$ cat src/sv/mtfrl_pkg.sv
`timescale 1ns / 1ps
// ----------------------------------------------------------------------------
// mtfrl_pkg
// shared types and codes for the move-to-front recency list
// ----------------------------------------------------------------------------
package mtfrl_pkg;

  localparam int KEY_W = 50;

  typedef logic [KEY_W-1:0] key_t;

  // input item kind, carried on in_tuser
  typedef enum logic {
    CMD_ACCESS = 1'b0,
    CMD_DUMP   = 1'b1
  } cmd_kind_t;

  // controller to datapath
  typedef struct packed {
    logic access;      // look up key, move or insert at top, load access result
    logic empty_dump;  // load the single empty-dump result
    logic dump_start;  // clear the dump position
    logic dump_step;   // load top entry as a result and rotate the list by one
  } ctrl_cmd_t;

  // datapath to controller
  typedef struct packed {
    logic count_zero;
    logic dump_last;
  } dpath_sts_t;

endpackage

$ cat src/sv/move_to_front_recency_list.sv
`timescale 1ns / 1ps
// ----------------------------------------------------------------------------
// move_to_front_recency_list
// recency-ordered list of distinct 50-bit keys with move-to-front access
// ----------------------------------------------------------------------------
// The block holds up to ENTRIES distinct keys, most recently used on top. An
// access beat (in_tuser low) compares the key against every live cell at once
// and, in the same cycle, shifts the cells above the match (or all live cells
// on a miss) down by one and puts the key on top; it gives one result beat with
// was_hit, and evicted set when a new key pushed out the bottom entry of a full
// list. A dump beat (in_tuser high) gives one result beat per live entry, top
// first, with tlast on the bottom one; a rotate of the cell row walks the list
// through the top cell and leaves it unchanged, and each step waits until the
// output register is free. A dump of an empty list gives a single beat with
// entry_valid low. The next input beat is taken once the current item is
// finished and the output register is empty or hands its beat over in that
// same cycle; a result held by a stalled receiver holds off the input. Cells
// are not cleared by reset; only the fill count is, and no cell past the count
// is ever looked at.
// ----------------------------------------------------------------------------
module move_to_front_recency_list import mtfrl_pkg::*; #(
  parameter int ENTRIES = 32
) (
  input  logic        clk,
  input  logic        rst_n,
  // input channel
  input  logic        in_tvalid,
  output logic        in_tready,
  input  logic [55:0] in_tdata,   // [49:0] key, [55:50] zero
  input  logic        in_tuser,   // command: 0 access, 1 dump
  // result channel
  output logic        out_tvalid,
  input  logic        out_tready,
  output logic [55:0] out_tdata,  // [49:0] entry_key, [50] entry_valid,
                                  // [51] was_hit, [52] evicted, [55:53] zero
  output logic        out_tlast   // last result of the item
);

  ctrl_cmd_t  cmd;
  dpath_sts_t sts;
  cmd_kind_t  in_kind;
  key_t       res_key;
  logic       res_entry_valid;
  logic       res_was_hit;
  logic       res_evicted;
  logic       res_last;

  assign in_kind = cmd_kind_t'(in_tuser);

  // sequencing: accepts a beat, steps through a dump, owns out_tvalid
  mtfrl_ctrl u_ctrl (
    .clk        (clk),
    .rst_n      (rst_n),
    .in_tvalid  (in_tvalid),
    .in_tready  (in_tready),
    .in_kind    (in_kind),
    .out_tvalid (out_tvalid),
    .out_tready (out_tready),
    .cmd        (cmd),
    .sts        (sts)
  );

  // key cells, compare and shift network, result register
  mtfrl_dpath #(
    .ENTRIES (ENTRIES)
  ) u_dpath (
    .clk             (clk),
    .rst_n           (rst_n),
    .in_key          (in_tdata[KEY_W-1:0]),
    .cmd             (cmd),
    .sts             (sts),
    .res_key         (res_key),
    .res_entry_valid (res_entry_valid),
    .res_was_hit     (res_was_hit),
    .res_evicted     (res_evicted),
    .res_last        (res_last)
  );

  // pack result fields, lowest field first
  assign out_tdata = {3'b000, res_evicted, res_was_hit, res_entry_valid, res_key};
  assign out_tlast = res_last;

endmodule

$ cat src/sv/mtfrl_ctrl.sv
`timescale 1ns / 1ps
// ----------------------------------------------------------------------------
// mtfrl_ctrl
// handshake control and dump sequencing for the recency list
// ----------------------------------------------------------------------------
module mtfrl_ctrl import mtfrl_pkg::*; (
  input  logic       clk,
  input  logic       rst_n,
  input  logic       in_tvalid,
  output logic       in_tready,
  input  cmd_kind_t  in_kind,
  output logic       out_tvalid,
  input  logic       out_tready,
  output ctrl_cmd_t  cmd,
  input  dpath_sts_t sts
);

  typedef enum logic [1:0] {
    S_IDLE = 2'b01,
    S_DUMP = 2'b10
  } state_t;

  state_t state_r, state_nxt;
  logic   out_valid_r, out_valid_nxt;
  logic   out_free;
  logic   in_fire;

  assign out_free   = !out_valid_r || out_tready;
  assign in_tready  = (state_r == S_IDLE) && out_free;
  assign in_fire    = in_tvalid && in_tready;
  assign out_tvalid = out_valid_r;

  always_comb begin
    state_nxt     = state_r;
    out_valid_nxt = out_valid_r && !out_tready;
    cmd           = '0;
    unique case (state_r)
      S_IDLE: begin
        if (in_fire) begin
          unique case (in_kind)
            CMD_ACCESS: begin
              cmd.access    = 1'b1;
              out_valid_nxt = 1'b1;
            end
            CMD_DUMP: begin
              if (sts.count_zero) begin
                cmd.empty_dump = 1'b1;
                out_valid_nxt  = 1'b1;
              end else begin
                cmd.dump_start = 1'b1;
                state_nxt      = S_DUMP;
              end
            end
            default: ;
          endcase
        end
      end
      S_DUMP: begin
        if (out_free) begin
          cmd.dump_step = 1'b1;
          out_valid_nxt = 1'b1;
          if (sts.dump_last) begin
            state_nxt = S_IDLE;
          end
        end
      end
      default: state_nxt = S_IDLE;
    endcase
  end

  always_ff @(posedge clk) begin
    if (!rst_n) begin
      state_r     <= S_IDLE;
      out_valid_r <= 1'b0;
    end else begin
      state_r     <= state_nxt;
      out_valid_r <= out_valid_nxt;
    end
  end

`ifndef NO_ASSERTIONS
  // a finished dump always hands control back for the next item
  a_dump_ends: assert property (@(posedge clk) disable iff (!rst_n)
    (state_r == S_DUMP && out_free && sts.dump_last) |=> (state_r == S_IDLE))
    else $error("dump did not return to idle after last entry");

  // only one datapath command per cycle
  a_cmd_single: assert property (@(posedge clk) disable iff (!rst_n)
    $onehot0(cmd))
    else $error("more than one datapath command issued");

  // a new result is never loaded over one that is still waiting
  a_no_overwrite: assert property (@(posedge clk) disable iff (!rst_n)
    (out_valid_r && !out_tready) |-> (cmd.access == 1'b0 && cmd.dump_step == 1'b0
                                      && cmd.empty_dump == 1'b0))
    else $error("result register overwritten while stalled");
`endif

endmodule

$ cat src/sv/mtfrl_dpath.sv
`timescale 1ns / 1ps
// ----------------------------------------------------------------------------
// mtfrl_dpath
// row of key cells with parallel compare, shift and rotate, plus result register
// ----------------------------------------------------------------------------
module mtfrl_dpath import mtfrl_pkg::*; #(
  parameter int ENTRIES = 32
) (
  input  logic       clk,
  input  logic       rst_n,
  input  key_t       in_key,
  input  ctrl_cmd_t  cmd,
  output dpath_sts_t sts,
  output key_t       res_key,
  output logic       res_entry_valid,
  output logic       res_was_hit,
  output logic       res_evicted,
  output logic       res_last
);

  localparam int CNT_W = $clog2(ENTRIES + 1);
  localparam int IDX_W = $clog2(ENTRIES);

  key_t             cell_r [ENTRIES];
  key_t             cell_nxt [ENTRIES];
  logic [CNT_W-1:0] count_r, count_nxt;
  logic [IDX_W-1:0] idx_r, idx_nxt;
  logic [CNT_W-1:0] cnt_m1;
  logic [ENTRIES-1:0] hit_vec;
  logic [ENTRIES-1:0] shift_en;
  logic             any_hit;
  logic             full;

  key_t res_key_r, res_key_nxt;
  logic res_entry_valid_r, res_entry_valid_nxt;
  logic res_was_hit_r, res_was_hit_nxt;
  logic res_evicted_r, res_evicted_nxt;
  logic res_last_r, res_last_nxt;

  assign cnt_m1  = count_r - CNT_W'(1);
  assign any_hit = |hit_vec;
  assign full    = (count_r == CNT_W'(ENTRIES));

  assign sts.count_zero = (count_r == '0);
  assign sts.dump_last  = (CNT_W'(idx_r) == cnt_m1);

  genvar gi;
  generate
    for (gi = 0; gi < ENTRIES; gi++) begin : g_cell
      // only live positions take part in the lookup
      assign hit_vec[gi]  = (CNT_W'(gi) < count_r) && (cell_r[gi] == in_key);
      // move to front shifts every position at or above the match;
      // an insert shifts every live position plus the first free one
      assign shift_en[gi] = any_hit ? (|(hit_vec >> gi)) : (CNT_W'(gi) <= count_r);

      always_comb begin
        cell_nxt[gi] = cell_r[gi];
        if (cmd.access) begin
          if (gi == 0) begin
            cell_nxt[gi] = in_key;
          end else if (shift_en[gi]) begin
            cell_nxt[gi] = cell_r[(gi == 0) ? 0 : gi - 1];
          end
        end else if (cmd.dump_step) begin
          // rotate the live part up by one, top wraps to the bottom
          if (CNT_W'(gi) < cnt_m1) begin
            cell_nxt[gi] = cell_r[(gi == ENTRIES - 1) ? gi : gi + 1];
          end else if (CNT_W'(gi) == cnt_m1) begin
            cell_nxt[gi] = cell_r[0];
          end
        end
      end

      always_ff @(posedge clk) begin
        cell_r[gi] <= cell_nxt[gi];
      end
    end
  endgenerate

  always_comb begin
    count_nxt           = count_r;
    idx_nxt             = idx_r;
    res_key_nxt         = res_key_r;
    res_entry_valid_nxt = res_entry_valid_r;
    res_was_hit_nxt     = res_was_hit_r;
    res_evicted_nxt     = res_evicted_r;
    res_last_nxt        = res_last_r;
    if (cmd.access) begin
      if (!any_hit && !full) begin
        count_nxt = count_r + CNT_W'(1);
      end
      res_key_nxt         = '0;
      res_entry_valid_nxt = 1'b0;
      res_was_hit_nxt     = any_hit;
      res_evicted_nxt     = !any_hit && full;
      res_last_nxt        = 1'b1;
    end
    if (cmd.empty_dump) begin
      res_key_nxt         = '0;
      res_entry_valid_nxt = 1'b0;
      res_was_hit_nxt     = 1'b0;
      res_evicted_nxt     = 1'b0;
      res_last_nxt        = 1'b1;
    end
    if (cmd.dump_start) begin
      idx_nxt = '0;
    end
    if (cmd.dump_step) begin
      idx_nxt             = idx_r + IDX_W'(1);
      res_key_nxt         = cell_r[0];
      res_entry_valid_nxt = 1'b1;
      res_was_hit_nxt     = 1'b0;
      res_evicted_nxt     = 1'b0;
      res_last_nxt        = sts.dump_last;
    end
  end

  always_ff @(posedge clk) begin
    if (!rst_n) begin
      count_r <= '0;
    end else begin
      count_r <= count_nxt;
    end
    idx_r             <= idx_nxt;
    res_key_r         <= res_key_nxt;
    res_entry_valid_r <= res_entry_valid_nxt;
    res_was_hit_r     <= res_was_hit_nxt;
    res_evicted_r     <= res_evicted_nxt;
    res_last_r        <= res_last_nxt;
  end

  assign res_key         = res_key_r;
  assign res_entry_valid = res_entry_valid_r;
  assign res_was_hit     = res_was_hit_r;
  assign res_evicted     = res_evicted_r;
  assign res_last        = res_last_r;

`ifndef NO_ASSERTIONS
  // live keys are distinct, so a lookup matches at most one position
  a_hit_unique: assert property (@(posedge clk) disable iff (!rst_n)
    cmd.access |-> $onehot0(hit_vec))
    else $error("key found at more than one list position");

  // fill count never passes the list size
  a_count_bound: assert property (@(posedge clk) disable iff (!rst_n)
    count_r <= CNT_W'(ENTRIES))
    else $error("entry count above list size");

  // the count only moves on an access, and then by one
  a_count_step: assert property (@(posedge clk) disable iff (!rst_n)
    ($past(rst_n) && count_r != $past(count_r)) |->
      ($past(cmd.access) && count_r == $past(count_r) + CNT_W'(1)))
    else $error("entry count changed outside an insert");
`endif

endmodule

$ cat config.mk
export PLATFORM = sky130hd
export DESIGN_NAME = move_to_front_recency_list
export DESIGN_NICKNAME = d
export VERILOG_FILES = /design/src/sv/mtfrl_pkg.sv /design/src/sv/move_to_front_recency_list.sv /design/src/sv/mtfrl_ctrl.sv /design/src/sv/mtfrl_dpath.sv
export SDC_FILE = /design/constraint.sdc
export NUM_CORES = 2
export LEC_CHECK = 0
export BUFFER_PORTS_ARGS = -buffer_cell sky130_fd_sc_hd__buf_2
export CAP_MARGIN = 40
export CORE_MARGIN = 2
export CORE_UTILIZATION = 45
export DETAILED_ROUTE_END_ITERATION = 10
export PLACE_DENSITY = 0.63
export SLEW_MARGIN = 20
export SYNTH_ARGS = -nofsm -noshare
export SYNTH_HDL_FRONTEND = slang
export SYNTH_HIERARCHICAL = 1
export SYNTH_SLANG_ARGS = --single-unit
$ cat constraint.sdc
create_clock -name clk -period 13.2 [get_ports clk]
set_input_delay 1.32 -clock clk [delete_from_list [all_inputs] [get_ports clk]]
set_output_delay 1.32 -clock clk [all_outputs]
set_load 0.05 [all_outputs]
==> impl_metrics.toml <==
[run_status]
status = "finished, final reports clean"

[timing]
worst_pin_slew_ns = 1.111
fin_crit_sh_pct = 45.91
period_minus_slack_ns = 6.059
relSlewSlack_pct = 25.94
setup_violations = 0
fin_ws_ns = 7.141
rsz0062_at_grt = "false"
fmax_mhz = 165.0
skew_ns = 0.04054
hold_viol = 0
fin_setup_tns_ns = 0
slew_viol_final = 0

[floorplanning]
die-height_um = 487.0
die_area_mm2 = 0.2371
die_w_um = 487.0
core_area_mm2 = 0.2323
start_util_pct = 45.18
num_io_pins = 120
rows = 177

[final_layout]
multi_input_area_mm2 = 0.05042
final_nets = 9581
drive_above_1_share_pct = 9.462
register_area_mm2 = 0.04997
fillers = 21185
syn_to_final_growth_pct = 8.849
stdcell_count = 12715

[logic_synthesis]
synth_edf_count = 1656
yosysWarnings = 6
ys_types = 91
async_flop_share_pct = 0
postSynthAreaPerCell_um2 = 10.65
yosys.area.top_type_share_pct = 47.38
yosys-top-cells-area = "edfxtp_1 (47%), mux2i_1 (14%), xnor2_1 (7.2%)"
syn-cell-area_mm2 = 0.1050
yosys.area.top_type = "edfxtp_1"
synthCells = 9855
ys.flop_type = "edfxtp_1"
seq_area_frac_synth_pct = 47.61
ys_seq_elements = 1668

[worst_setup_path]
worst_r2r_endpoint = "u_dpath/cell_r[0][330]"
worst-setup-path-type = "primary input to flop"
arrival_ns = 6.55
critPathMaxFanout = 50
critPathLaunchType = "primary input"
r2r_start = "u_dpath/count_r[3]"
rrSetupSlack_ns = 7.29
critPathCaptureType = "flop"
r2r_cells = 11
cp-startpoint = "in_tdata[39]"
required_ns = 13.69

[clock_tree]
insertion_delay_ns = 0.88
ctsResizeCount = 0
cts_setup_buffers = 0
htree_levels = 4
cts_buffer_depth = 3
cts_tree = "done"
ctsHoldBuffers = 0
clk_pin_slew_worst_paths_ns = 0.06
clkSinkCount = 1668
numCtsBuffers = 191
root_buffer = "clkbuf_16"

[routing]
dr.pass1.iters = 6
ant_nets = 0
totalWireLength_mm = 471.5
drc_errors = 0
vias = 85195
avgRoutedWirePerCell_um = 37.08
first_iter_violations = 15834
vias_per_cell = 6.700

[grt]
grt_antenna_before_repair = 16
overflow = 0
grt_pass1_vias = 80004
grt_max_degree = 291
grt_use_total_pct = 38.42
grt_pass1_wl_mm = 641.5

[flow_run]
drv_cap = 0

[placed_design]
dp_hpwl_mm = 323.0
gp_congestion = 0.9882
port_buffers = 110
dp_cells = 12336
post-place-ws_ns = 6.497

[pwr]
ir_worst_vdd_uv = 95.19
p_leak_nw = 39.78
p_per_area_mw_per_mm2 = 128.4

[min_path]
hold_path_end = "u_dpath/res_entry_valid"
hold_start = "u_dpath/res_entry_valid"
hold_depth = 2
hold_path_class = "flop to flop"
-- critical path: stages --
cell	delay, ns
buf_2	0.61
buf_4	0.55
xor2_1	0.39
nor4_1	0.11
nand4_1	0.32
a2111oi_0	0.16
buf_1	0.18
a221oi_1	0.39
nor4b_4	0.53
and4_4	0.64
o21ai_0	0.25
a32oi_4	0.27
buf_4	0.64
-- per-stage QoR --
step	hold WS [ns]	instance area [um2]	util [%]	power (mW)
floorplan	0.4396	105000	-	8.312
global placement	0.4480	106600	45.89	9.282
detailed placement	0.4572	107800	46.41	9.356
CTS	0.4668	113700	48.96	14.54
global route	0.5081	114200	49.17	14.97
finish	0.4702	114300	49.18	14.67
-- cells by family (layout without fill, tap and decap cells) --
group	count (synthesis)	in the layout	synth area share (%)
muxes	1596	1596	15.40
adders and majority gates	10	10	0.1192
and+or+nand+nor	2347	2347	10.32
DFF	1668	1668	47.61
AOI/OAI and AO/OA	1655	1655	8.230
other	1	15	0.003573
buffers and inverters	984	787	5.002
xor gates and xnor gates	1594	1594	13.32
-- synth_stat cells, types with 98 or more instances --
cell type,number
buf_2,150
buf_6,127
clkbuf_1,535
edfxtp_1,1656
mux2_2,150
mux2i_1,1446
nand2_1,1533
nand4_1,307
nor4_1,239
o21ai_0,1394
o21ai_1,98
xnor2_1,862
xor2_1,729
-- worst max path at each step --
stage               slack (ns)                     end
floorplan                 5.54  u_dpath/cell_r[0][300]
global placement          6.13  u_dpath/cell_r[0][328]
CTS                       7.36  u_dpath/cell_r[0][178]
detailed placement        6.50  u_dpath/cell_r[0][156]
global route              7.03  u_dpath/cell_r[0][161]
finish                    7.14  u_dpath/cell_r[0][161]
-- layout by cell type, fill, tap and decap left out, types with 41 or more instances in the layout --
master and n:
and2_1 57, mux2_2 150, xnor2_1 861, o21ai_0 1394
buf_4 250, a21oi_1 48, buf_2 78, nand2_1 1527
clkbuf_16 194, mux2i_1 1446, nor4_1 238, o21ai_1 94
buf_16 41, nand4_1 307, nor2_1 48, clkbuf_1 41
edfxtp_1 1656, xor2_1 729, clkinv_1 50
-- registers in the layout, indices dropped and copies added, names as in the netlist, 2 cells and up --
register	count
u_dpath/idx_r	5
u_dpath/res_key	50
u_ctrl/state_r	2
u_dpath/count_r	6
u_dpath/cell_r	1600
-- metal layers --
layer  share of wire, %  track usage [%]  up-vias
met5              0.011                0        -
met4                6.9            22.36        6
met3                 13            10.63     1489
met2                 43            56.54     7078
met1                 37            50.57    41991
li1                   -                -    34631
-- cell type report --
class,instances,share of cell area (%)
sequential,1668,43.74
antenna,12,0.02628
tap,3043,3.332
clock buffer,235,4.384
clock inverter,108,0.7830
timing repair buffer,404,3.477
inverter,40,0.1314
multi-input combinational,7205,44.13
-- where the power goes --
group          internal [mW]  total (mW)  switching (mW)
registers               6.34        6.82           0.479
clock network           2.92        5.27            2.36
logic                  0.824        2.58            1.76
total                   10.1        14.7            4.59
Note: power is estimated with default switching activity, not from simulation.
